## src/sv/abm_pkg.sv

```systemverilog
`timescale 1ns / 1ps
package abm_pkg;

   localparam int HALF_W  = 64;
   localparam int BLOCK_W = 128;
   localparam int ROUNDS  = 10;
   localparam int CSR_IDX_W = 3;
   localparam int STEP_W  = 4;

   typedef logic [ROUNDS:0][BLOCK_W-1:0] rk_array_type;

   typedef enum logic [1:0] {
      MODE_ECB = 2'd0,
      MODE_CBC = 2'd1,
      MODE_CTR = 2'd2
   } chain_mode_type;

   typedef enum logic [CSR_IDX_W-1:0] {
      CSR_KEY_HIGH    = 3'd0,
      CSR_KEY_LOW     = 3'd1,
      CSR_IV_HIGH     = 3'd2,
      CSR_IV_LOW      = 3'd3,
      CSR_CHAIN_MODE  = 3'd4,
      CSR_DECRYPT_SEL = 3'd5
   } csr_index_type;

   typedef struct packed {
      logic busy;
      logic done;
   } ks_status_type;

   typedef logic [7:0] sbox_tab_type [0:255];

   localparam sbox_tab_type SBOX_TAB = '{
      8'h63,8'h7c,8'h77,8'h7b,8'hf2,8'h6b,8'h6f,8'hc5,8'h30,8'h01,8'h67,8'h2b,8'hfe,8'hd7,8'hab,8'h76,
      8'hca,8'h82,8'hc9,8'h7d,8'hfa,8'h59,8'h47,8'hf0,8'had,8'hd4,8'ha2,8'haf,8'h9c,8'ha4,8'h72,8'hc0,
      8'hb7,8'hfd,8'h93,8'h26,8'h36,8'h3f,8'hf7,8'hcc,8'h34,8'ha5,8'he5,8'hf1,8'h71,8'hd8,8'h31,8'h15,
      8'h04,8'hc7,8'h23,8'hc3,8'h18,8'h96,8'h05,8'h9a,8'h07,8'h12,8'h80,8'he2,8'heb,8'h27,8'hb2,8'h75,
      8'h09,8'h83,8'h2c,8'h1a,8'h1b,8'h6e,8'h5a,8'ha0,8'h52,8'h3b,8'hd6,8'hb3,8'h29,8'he3,8'h2f,8'h84,
      8'h53,8'hd1,8'h00,8'hed,8'h20,8'hfc,8'hb1,8'h5b,8'h6a,8'hcb,8'hbe,8'h39,8'h4a,8'h4c,8'h58,8'hcf,
      8'hd0,8'hef,8'haa,8'hfb,8'h43,8'h4d,8'h33,8'h85,8'h45,8'hf9,8'h02,8'h7f,8'h50,8'h3c,8'h9f,8'ha8,
      8'h51,8'ha3,8'h40,8'h8f,8'h92,8'h9d,8'h38,8'hf5,8'hbc,8'hb6,8'hda,8'h21,8'h10,8'hff,8'hf3,8'hd2,
      8'hcd,8'h0c,8'h13,8'hec,8'h5f,8'h97,8'h44,8'h17,8'hc4,8'ha7,8'h7e,8'h3d,8'h64,8'h5d,8'h19,8'h73,
      8'h60,8'h81,8'h4f,8'hdc,8'h22,8'h2a,8'h90,8'h88,8'h46,8'hee,8'hb8,8'h14,8'hde,8'h5e,8'h0b,8'hdb,
      8'he0,8'h32,8'h3a,8'h0a,8'h49,8'h06,8'h24,8'h5c,8'hc2,8'hd3,8'hac,8'h62,8'h91,8'h95,8'he4,8'h79,
      8'he7,8'hc8,8'h37,8'h6d,8'h8d,8'hd5,8'h4e,8'ha9,8'h6c,8'h56,8'hf4,8'hea,8'h65,8'h7a,8'hae,8'h08,
      8'hba,8'h78,8'h25,8'h2e,8'h1c,8'ha6,8'hb4,8'hc6,8'he8,8'hdd,8'h74,8'h1f,8'h4b,8'hbd,8'h8b,8'h8a,
      8'h70,8'h3e,8'hb5,8'h66,8'h48,8'h03,8'hf6,8'h0e,8'h61,8'h35,8'h57,8'hb9,8'h86,8'hc1,8'h1d,8'h9e,
      8'he1,8'hf8,8'h98,8'h11,8'h69,8'hd9,8'h8e,8'h94,8'h9b,8'h1e,8'h87,8'he9,8'hce,8'h55,8'h28,8'hdf,
      8'h8c,8'ha1,8'h89,8'h0d,8'hbf,8'he6,8'h42,8'h68,8'h41,8'h99,8'h2d,8'h0f,8'hb0,8'h54,8'hbb,8'h16
   };

   // inverse table built at elaboration
   function automatic sbox_tab_type build_inv();
      sbox_tab_type t;
      for (int i = 0; i < 256; i++) begin
         t[SBOX_TAB[i]] = 8'(i);
      end
      return t;
   endfunction

   localparam sbox_tab_type INV_SBOX_TAB = build_inv();

   function automatic logic [7:0] xtime(input logic [7:0] a);
      return {a[6:0], 1'b0} ^ (a[7] ? 8'h1b : 8'h00);
   endfunction

   // multiply by a small constant in GF(2^8)
   function automatic logic [7:0] gmul(input logic [7:0] a, input logic [3:0] b);
      logic [7:0] acc;
      logic [7:0] p;
      acc = 8'h00;
      p   = a;
      for (int i = 0; i < 4; i++) begin
         if (b[i]) acc = acc ^ p;
         p = xtime(p);
      end
      return acc;
   endfunction

   function automatic logic [7:0] get_byte(input logic [BLOCK_W-1:0] s, input int i);
      return s[BLOCK_W-1-8*i -: 8];
   endfunction

   function automatic logic [BLOCK_W-1:0] sub_shift_fwd(input logic [BLOCK_W-1:0] s);
      logic [BLOCK_W-1:0] o;
      o = '0;
      for (int c = 0; c < 4; c++) begin
         for (int r = 0; r < 4; r++) begin
            o[BLOCK_W-1-8*(c*4+r) -: 8] = SBOX_TAB[get_byte(s, ((c + r) % 4) * 4 + r)];
         end
      end
      return o;
   endfunction

   function automatic logic [BLOCK_W-1:0] sub_shift_inv(input logic [BLOCK_W-1:0] s);
      logic [BLOCK_W-1:0] o;
      o = '0;
      for (int c = 0; c < 4; c++) begin
         for (int r = 0; r < 4; r++) begin
            o[BLOCK_W-1-8*(((c + r) % 4)*4+r) -: 8] = INV_SBOX_TAB[get_byte(s, c*4+r)];
         end
      end
      return o;
   endfunction

   function automatic logic [BLOCK_W-1:0] mix_fwd(input logic [BLOCK_W-1:0] s);
      logic [BLOCK_W-1:0] o;
      logic [7:0] a0, a1, a2, a3;
      o = '0;
      for (int c = 0; c < 4; c++) begin
         a0 = get_byte(s, c*4);
         a1 = get_byte(s, c*4+1);
         a2 = get_byte(s, c*4+2);
         a3 = get_byte(s, c*4+3);
         o[BLOCK_W-1-8*(c*4)   -: 8] = gmul(a0, 4'd2) ^ gmul(a1, 4'd3) ^ a2 ^ a3;
         o[BLOCK_W-1-8*(c*4+1) -: 8] = a0 ^ gmul(a1, 4'd2) ^ gmul(a2, 4'd3) ^ a3;
         o[BLOCK_W-1-8*(c*4+2) -: 8] = a0 ^ a1 ^ gmul(a2, 4'd2) ^ gmul(a3, 4'd3);
         o[BLOCK_W-1-8*(c*4+3) -: 8] = gmul(a0, 4'd3) ^ a1 ^ a2 ^ gmul(a3, 4'd2);
      end
      return o;
   endfunction

   function automatic logic [BLOCK_W-1:0] mix_inv(input logic [BLOCK_W-1:0] s);
      logic [BLOCK_W-1:0] o;
      logic [7:0] a0, a1, a2, a3;
      o = '0;
      for (int c = 0; c < 4; c++) begin
         a0 = get_byte(s, c*4);
         a1 = get_byte(s, c*4+1);
         a2 = get_byte(s, c*4+2);
         a3 = get_byte(s, c*4+3);
         o[BLOCK_W-1-8*(c*4)   -: 8] = gmul(a0, 4'd14) ^ gmul(a1, 4'd11)
                                     ^ gmul(a2, 4'd13) ^ gmul(a3, 4'd9);
         o[BLOCK_W-1-8*(c*4+1) -: 8] = gmul(a0, 4'd9) ^ gmul(a1, 4'd14)
                                     ^ gmul(a2, 4'd11) ^ gmul(a3, 4'd13);
         o[BLOCK_W-1-8*(c*4+2) -: 8] = gmul(a0, 4'd13) ^ gmul(a1, 4'd9)
                                     ^ gmul(a2, 4'd14) ^ gmul(a3, 4'd11);
         o[BLOCK_W-1-8*(c*4+3) -: 8] = gmul(a0, 4'd11) ^ gmul(a1, 4'd13)
                                     ^ gmul(a2, 4'd9) ^ gmul(a3, 4'd14);
      end
      return o;
   endfunction

   function automatic logic [7:0] rcon(input logic [STEP_W-1:0] step);
      logic [7:0] v;
      unique case (step)
         4'd1:    v = 8'h01;
         4'd2:    v = 8'h02;
         4'd3:    v = 8'h04;
         4'd4:    v = 8'h08;
         4'd5:    v = 8'h10;
         4'd6:    v = 8'h20;
         4'd7:    v = 8'h40;
         4'd8:    v = 8'h80;
         4'd9:    v = 8'h1b;
         4'd10:   v = 8'h36;
         default: v = 8'h00;
      endcase
      return v;
   endfunction

   function automatic logic [BLOCK_W-1:0] next_round_key(input logic [BLOCK_W-1:0] k,
                                                         input logic [7:0] rc);
      logic [31:0] w0, w1, w2, w3, t;
      w0 = k[127:96];
      w1 = k[95:64];
      w2 = k[63:32];
      w3 = k[31:0];
      t  = {SBOX_TAB[w3[23:16]], SBOX_TAB[w3[15:8]], SBOX_TAB[w3[7:0]], SBOX_TAB[w3[31:24]]};
      t  = t ^ {rc, 24'h000000};
      w0 = w0 ^ t;
      w1 = w1 ^ w0;
      w2 = w2 ^ w1;
      w3 = w3 ^ w2;
      return {w0, w1, w2, w3};
   endfunction

endpackage

```

## src/sv/abm_key_sched.sv

```systemverilog
`timescale 1ns / 1ps
module abm_key_sched (
   input  logic                         clock,
   input  logic                         reset,
   input  logic                         restart,
   input  logic [abm_pkg::BLOCK_W-1:0]  key,
   output abm_pkg::rk_array_type        round_keys,
   output abm_pkg::ks_status_type       status
);
   import abm_pkg::*;

   logic [STEP_W-1:0]  step_ff, step_in;
   logic [BLOCK_W-1:0] work_ff, work_in;
   rk_array_type       rk_ff, rk_in;
   logic               running;

   assign running = (step_ff <= STEP_W'(ROUNDS));

   // one round key per cycle, shifted in from the top
   always_comb begin
      step_in = step_ff;
      work_in = work_ff;
      rk_in   = rk_ff;
      if (restart) begin
         step_in = '0;
      end else if (running) begin
         step_in = step_ff + STEP_W'(1);
         work_in = (step_ff == '0) ? key : next_round_key(work_ff, rcon(step_ff));
         rk_in   = {work_in, rk_ff[ROUNDS:1]};
      end
   end

   always_ff @(posedge clock) begin
      if (reset) begin
         step_ff <= '0;
      end else begin
         step_ff <= step_in;
      end
      work_ff <= work_in;
      rk_ff   <= rk_in;
   end

   assign round_keys  = rk_ff;
   assign status.busy = running || restart;
   assign status.done = (step_ff == STEP_W'(ROUNDS + 1));

endmodule

```

## config.mk

```make
export PLATFORM = sky130hd
export DESIGN_NAME = abm_key_sched
export DESIGN_NICKNAME = d
export VERILOG_FILES = /design/src/sv/abm_pkg.sv /design/src/sv/abm_key_sched.sv
export SDC_FILE = /design/constraint.sdc
export NUM_CORES = 2
export LEC_CHECK = 0
export ABC_AREA = 1
export BUFFER_PORTS_ARGS = -buffer_cell sky130_fd_sc_hd__clkbuf_2
export CAP_MARGIN = 10
export CORE_AREA = 2 2 595 597
export CTS_BUF_LIST = sky130_fd_sc_hd__clkbuf_2 sky130_fd_sc_hd__clkbuf_4 sky130_fd_sc_hd__clkbuf_8
export CTS_CLUSTER_SIZE = 25
export DETAILED_ROUTE_END_ITERATION = 10
export DIE_AREA = 0 0 597 599
export PLACE_DENSITY = 0.36
export SLEW_MARGIN = 25
export SYNTH_ARGS = -nofsm -noshare
export SYNTH_HDL_FRONTEND = slang
export SYNTH_SLANG_ARGS = --single-unit
```

## constraint.sdc

```tcl
create_clock -name clock -period 176.6 [get_ports clock]
set_input_delay 8.83 -clock clock [delete_from_list [all_inputs] [get_ports clock]]
set_output_delay 8.83 -clock clock [all_outputs]
set_load 0.02 [all_outputs]
```

# Yosys cells after proc, flatten, opt, wreduce, memory -nomap -nowiden
# Memories as Yosys holds them, arrays and structs flattened. A register that Yosys moved wholly into a read port is not among the register bits.
# Index checks and enable logic that the tools add are counted.
# totals
regBits	1412
rom_bits	8320
in_bits	131
output_inout_bits	1410
wordCells	51
n_memories	5
# classes
n_addsub	1
magnitude_cmp	5
n_eq_ne	1
muxes	13
bitwise	10
reduce_logical	4
# memory_table
name	depth	width	rd	rd_clocked_by_memory_dff	wr	line_no	rtl
(name not given)	256	8	1	0	0	abm_pkg.sv:170	t = {SBOX_TAB[w3[23:16]], SBOX_TAB[w3[15:8]], SBOX_TAB[w3[7:0]], SBOX_TAB[w3[31:24]]};
(name not given)	256	8	1	0	0	abm_pkg.sv:170	
(name not given)	256	8	1	0	0	abm_pkg.sv:170	
(name not given)	256	8	1	0	0	abm_pkg.sv:170	
(name not given)	16	8	1	1	0	abm_pkg.sv:147	unique case (step)
# ops
operator	count
32-bit bitwise XOR	5
128-bit 2-to-1 mux	1
8-bit 2-to-1 mux	10
9-bit greater-or-equal comparator (second input constant)	4
8-bit NOT with 9-bit output	4
4-bit 2-to-1 mux	2
4-bit by 1-bit adder with 4-bit output (second input constant)	1
4-bit == test (second input constant)	1
4-bit less-or-equal comparator (second input constant)	1
4-bit zero test	1
2-bit AND reduction	1
2-bit OR reduction	1
1-bit logical OR	1
1-bit NOT	1

# Depth between registers and ports, before layout
# depth
depth_word	10
ltp_mapped	23
mapped_depth_nobuf	21

# Worst setup path after synthesis
# OpenSTA, ideal clock, no wires.
# synth_path
path_type	input to register
start	in restart
end	reg rk_ff (netlist bit round_keys[0]) (enable)
setup_time_ns	3.228
t_arrival_ns	66.420
t_required_ns	173.372
path_slack_ns	106.952
cell_stages	1
path_buffers	0
cell_sequence	nor2_1
# synth_via
elab_chain_cells	2
# synth_rtl
item	line_no	rtl
from (decl)	abm_key_sched.sv:5	input logic restart,
1-bit NOT (no source line)	n/a	
2-bit AND reduction (no source line)	n/a	
to (signal assigned)	abm_key_sched.sv:40	rk_ff <= rk_in;
to (decl)	abm_key_sched.sv:14	rk_array_type rk_ff, rk_in;
# Every way passes these cells.
# A chain may end at the register's enable or synchronous reset.

==> flow_metrics.tcl <==
set metrics [dict create \
    run_status "finished clean" \
    most_area_hungry_cell_type_in_the_yosys_netlist "edfxtp_1" \
    place.port_buffers 1540 \
    finalSetupViolCount 0 \
    ant_nets 0 \
    timing.hold.worst.class "reg -> reg" \
    post_synthesis_instance_area_um2 58200 \
    drtIter0Drc 4899 \
    final_area_um2 76900 \
    setup_slack_of_the_most_critical_reg_to_reg_path_ps 169830 \
    fmaxAchievable_mhz 54.8 \
    rows 218 \
    dr_total_vias 47300 \
    min_delay_worst_endpoint "round_keys[582]" \
    slew_at_the_pin_with_the_worst_max_slew_slack_ps 1060 \
    regToRegEndpoint "round_keys[460]" \
    routed_wire_length_um 304000 \
    yosysTopAreaCellShare 0.727 \
    clk_root_buffer_cell "clkbuf_8" \
    drc 0 \
    cts_tree "done" \
    drt_pass1_iterations 6 \
    most-common-layout-cells "1540 x clkbuf_2, 1408 x edfxtp_1, 1123 x nand2_1" \
    yosys_warnings 0 \
    clkSinkCount 1420 \
    timing.critical_path.to_type "output pin" \
    cts-hold-fix-buffers 0 \
    period_needed_ps 18250 \
    cts_inserted_buffers 278 \
    grt_pass1_vias 45800 \
    clock_pin_slew_on_the_worst_setup_and_hold_paths_ps 60 \
    dr_wl_cell_um 26.8 \
    postPlaceCellArea_um2 71300 \
    synth_area_leaders "edfxtp_1 73%, nand3_1 9.5%, nand2_1 7.2%, nor2_1 1.7%, ha_1 1.4%" \
    post_synth_num_cell_types 32 \
    initial_core_utilization 0.166 \
    layout.nets 6682 \
    post_synthesis_net_count 5007 \
    cts_resized 0 \
    netlist_instances 4809 \
    clk_path_buf_depth 4 \
    grt_first_pass_wirelength_um 403000 \
    regToRegStartpoint "step_ff[0]" \
    largest_net_degree_at_the_start_of_global_routing 167 \
    min_delay_path_depth 0 \
    max-cap-violations 0 \
    worstPathMaxFanout 3 \
    worst_r2r_path_depth 11 \
    worst_setup_path_start_kind "primary input" \
    rsz0062_at_grt "no" \
    maxSlewHeadroom 0.291 \
    yosys_most_used_dff "edfxtp_1" \
    die-area_um2 358000 \
    die_w_um 597 \
    layout_commonest_cell "clkbuf_2" \
    asyncSetResetFlopFracSynth 0 \
    cellLeakagePower_nw 31.6 \
    crit_arrival_ps 9420 \
    hpwlAfterDp_um 232000 \
    maxSlewViolCount 0 \
    power.density_nw_per_um2 12.1 \
    summed_negative_setup_slack_over_all_endpoints_ps 0 \
    clock-skew-final_ps 75.7 \
    postCtsSetupBuffers 0 \
    floorplan.die.height_um 599 \
    synth_enable_flop_cells 1408 \
    syn2layout_area_growth_pct 32.1 \
    core-area_um2 351000 \
    final_layout_size_suffix_gt1_frac 0.312 \
    min_from "round_keys[710]" \
    ctsHtreeMaxLevel 5 \
    final_hold_viol_count 0 \
    routabilityCongestion 0.895 \
    worst-endpoint-required_ps 167770 \
    post_route_fraction_of_the_period_consumed_by_the_critical_path 0.103 \
    power.ir.vdd_worst_mv 0.00844 \
    antenna_found_initial 30 \
    grt.overflow.total 0 \
    post_synthesis_sequential_element_count 1420 \
    via_density_per_instance 4.18 \
    io_pins 1541 \
    clk_latency_ps 1000 \
    filler_cells 38200 \
    seq_area_frac_synth 0.731 \
    critPathKind "in -> out" \
    globalRouteTotalUtil 0.161 \
    postSynthAreaPerCell_um2 12.1 \
]
## registers in the layout, summed over array words and instances, names as in the netlist, named ones only
name / flops
round_keys: 1408
step_ff: 4
## through the flow
stage	std cells	total power, mW	utilization	hold slack (ps)	setup WS [ps]
after floorplan	4809	0.545	-	527	106950
after global routing	11300	0.972	0.219	394	158330
final	11300	0.929	0.219	392	158350
after detailed placement	10800	0.596	0.203	431	158340
after global placement	10800	0.598	0.203	430	158340
after CTS	11300	0.946	0.219	388	158340
## how the worst max path moves through the flow
| stage | endpoint | slack [ps] | startpoint | cells after the start |
|---|---|---|---|---|
| floorplan | round_keys[0] | 106950 | restart | 1 |
| global placement | status[1] | 158340 | restart | 3 |
| detailed placement | status[1] | 158340 | restart | 3 |
| CTS | status[1] | 158340 | restart | 3 |
| global route | status[1] | 158330 | restart | 3 |
| finish | status[1] | 158350 | restart | 3 |
## power breakdown
group | internal (mW) | switching [mW] | total [mW]
Clock | 0.184 | 0.157 | 0.341
Sequential | 0.398 | 0.0203 | 0.418
Combinational | 0.0411 | 0.129 | 0.170
## layer usage
metal | vias up | GRT usage | part of all wire | wire, um
met5 | - | 0 | 0.00040 | 123
met4 | 18 | 0.0422 | 0.025 | 7570
met3 | 396 | 0.0384 | 0.076 | 23100
met2 | 2367 | 0.274 | 0.49 | 148000
met1 | 23800 | 0.203 | 0.41 | 125000
li1 | 20700 | - | - | -
## layout make-up
type,instances,area (um^2),area share
multi-input combinational,2944,13800,0.180
antenna,18,45.0,0.000586
clock inverter,138,1160,0.0151
timing repair buffer,1616,8340,0.109
sequential,1420,42500,0.553
clock buffer,344,4330,0.0564
tap,4620,5780,0.0752
inverter,224,843,0.0110
## synthesized netlist by cell type (6+ instances only)
library cell	n
inv_1	205
a21oi_1	133
dfxtp_1	12
buf_4	15
nand2_1	1123
o21ai_0	67
a31oi_1	101
o211ai_1	9
or2_2	6
nand3_1	1105
nand2_2	14
nor2_1	263
inv_2	14
buf_2	86
edfxtp_1	1408
ha_1	67
nand3b_1	14
buf_1	28
nand4_1	14
clkbuf_1	90
## critical path, cell delays in order
cell and delay [ps]:
clkbuf_2 120, or2_2 300, clkbuf_2 170
## cell families (layout without fill, tap and decap cells)
family | Yosys count | after routing | share of synthesized area
xor gates and xnor gates | 8 | 8 | 0.00120
buffers and inverters | 445 | 2322 | 0.0317
adders and majority gates | 67 | 67 | 0.0144
and+or+nand+nor | 2551 | 2551 | 0.191
DFF | 1420 | 1420 | 0.731
other | 0 | 18 | 0
AOI/OAI and AO/OA | 318 | 318 | 0.0302
(Power assumes the default switching activity.)
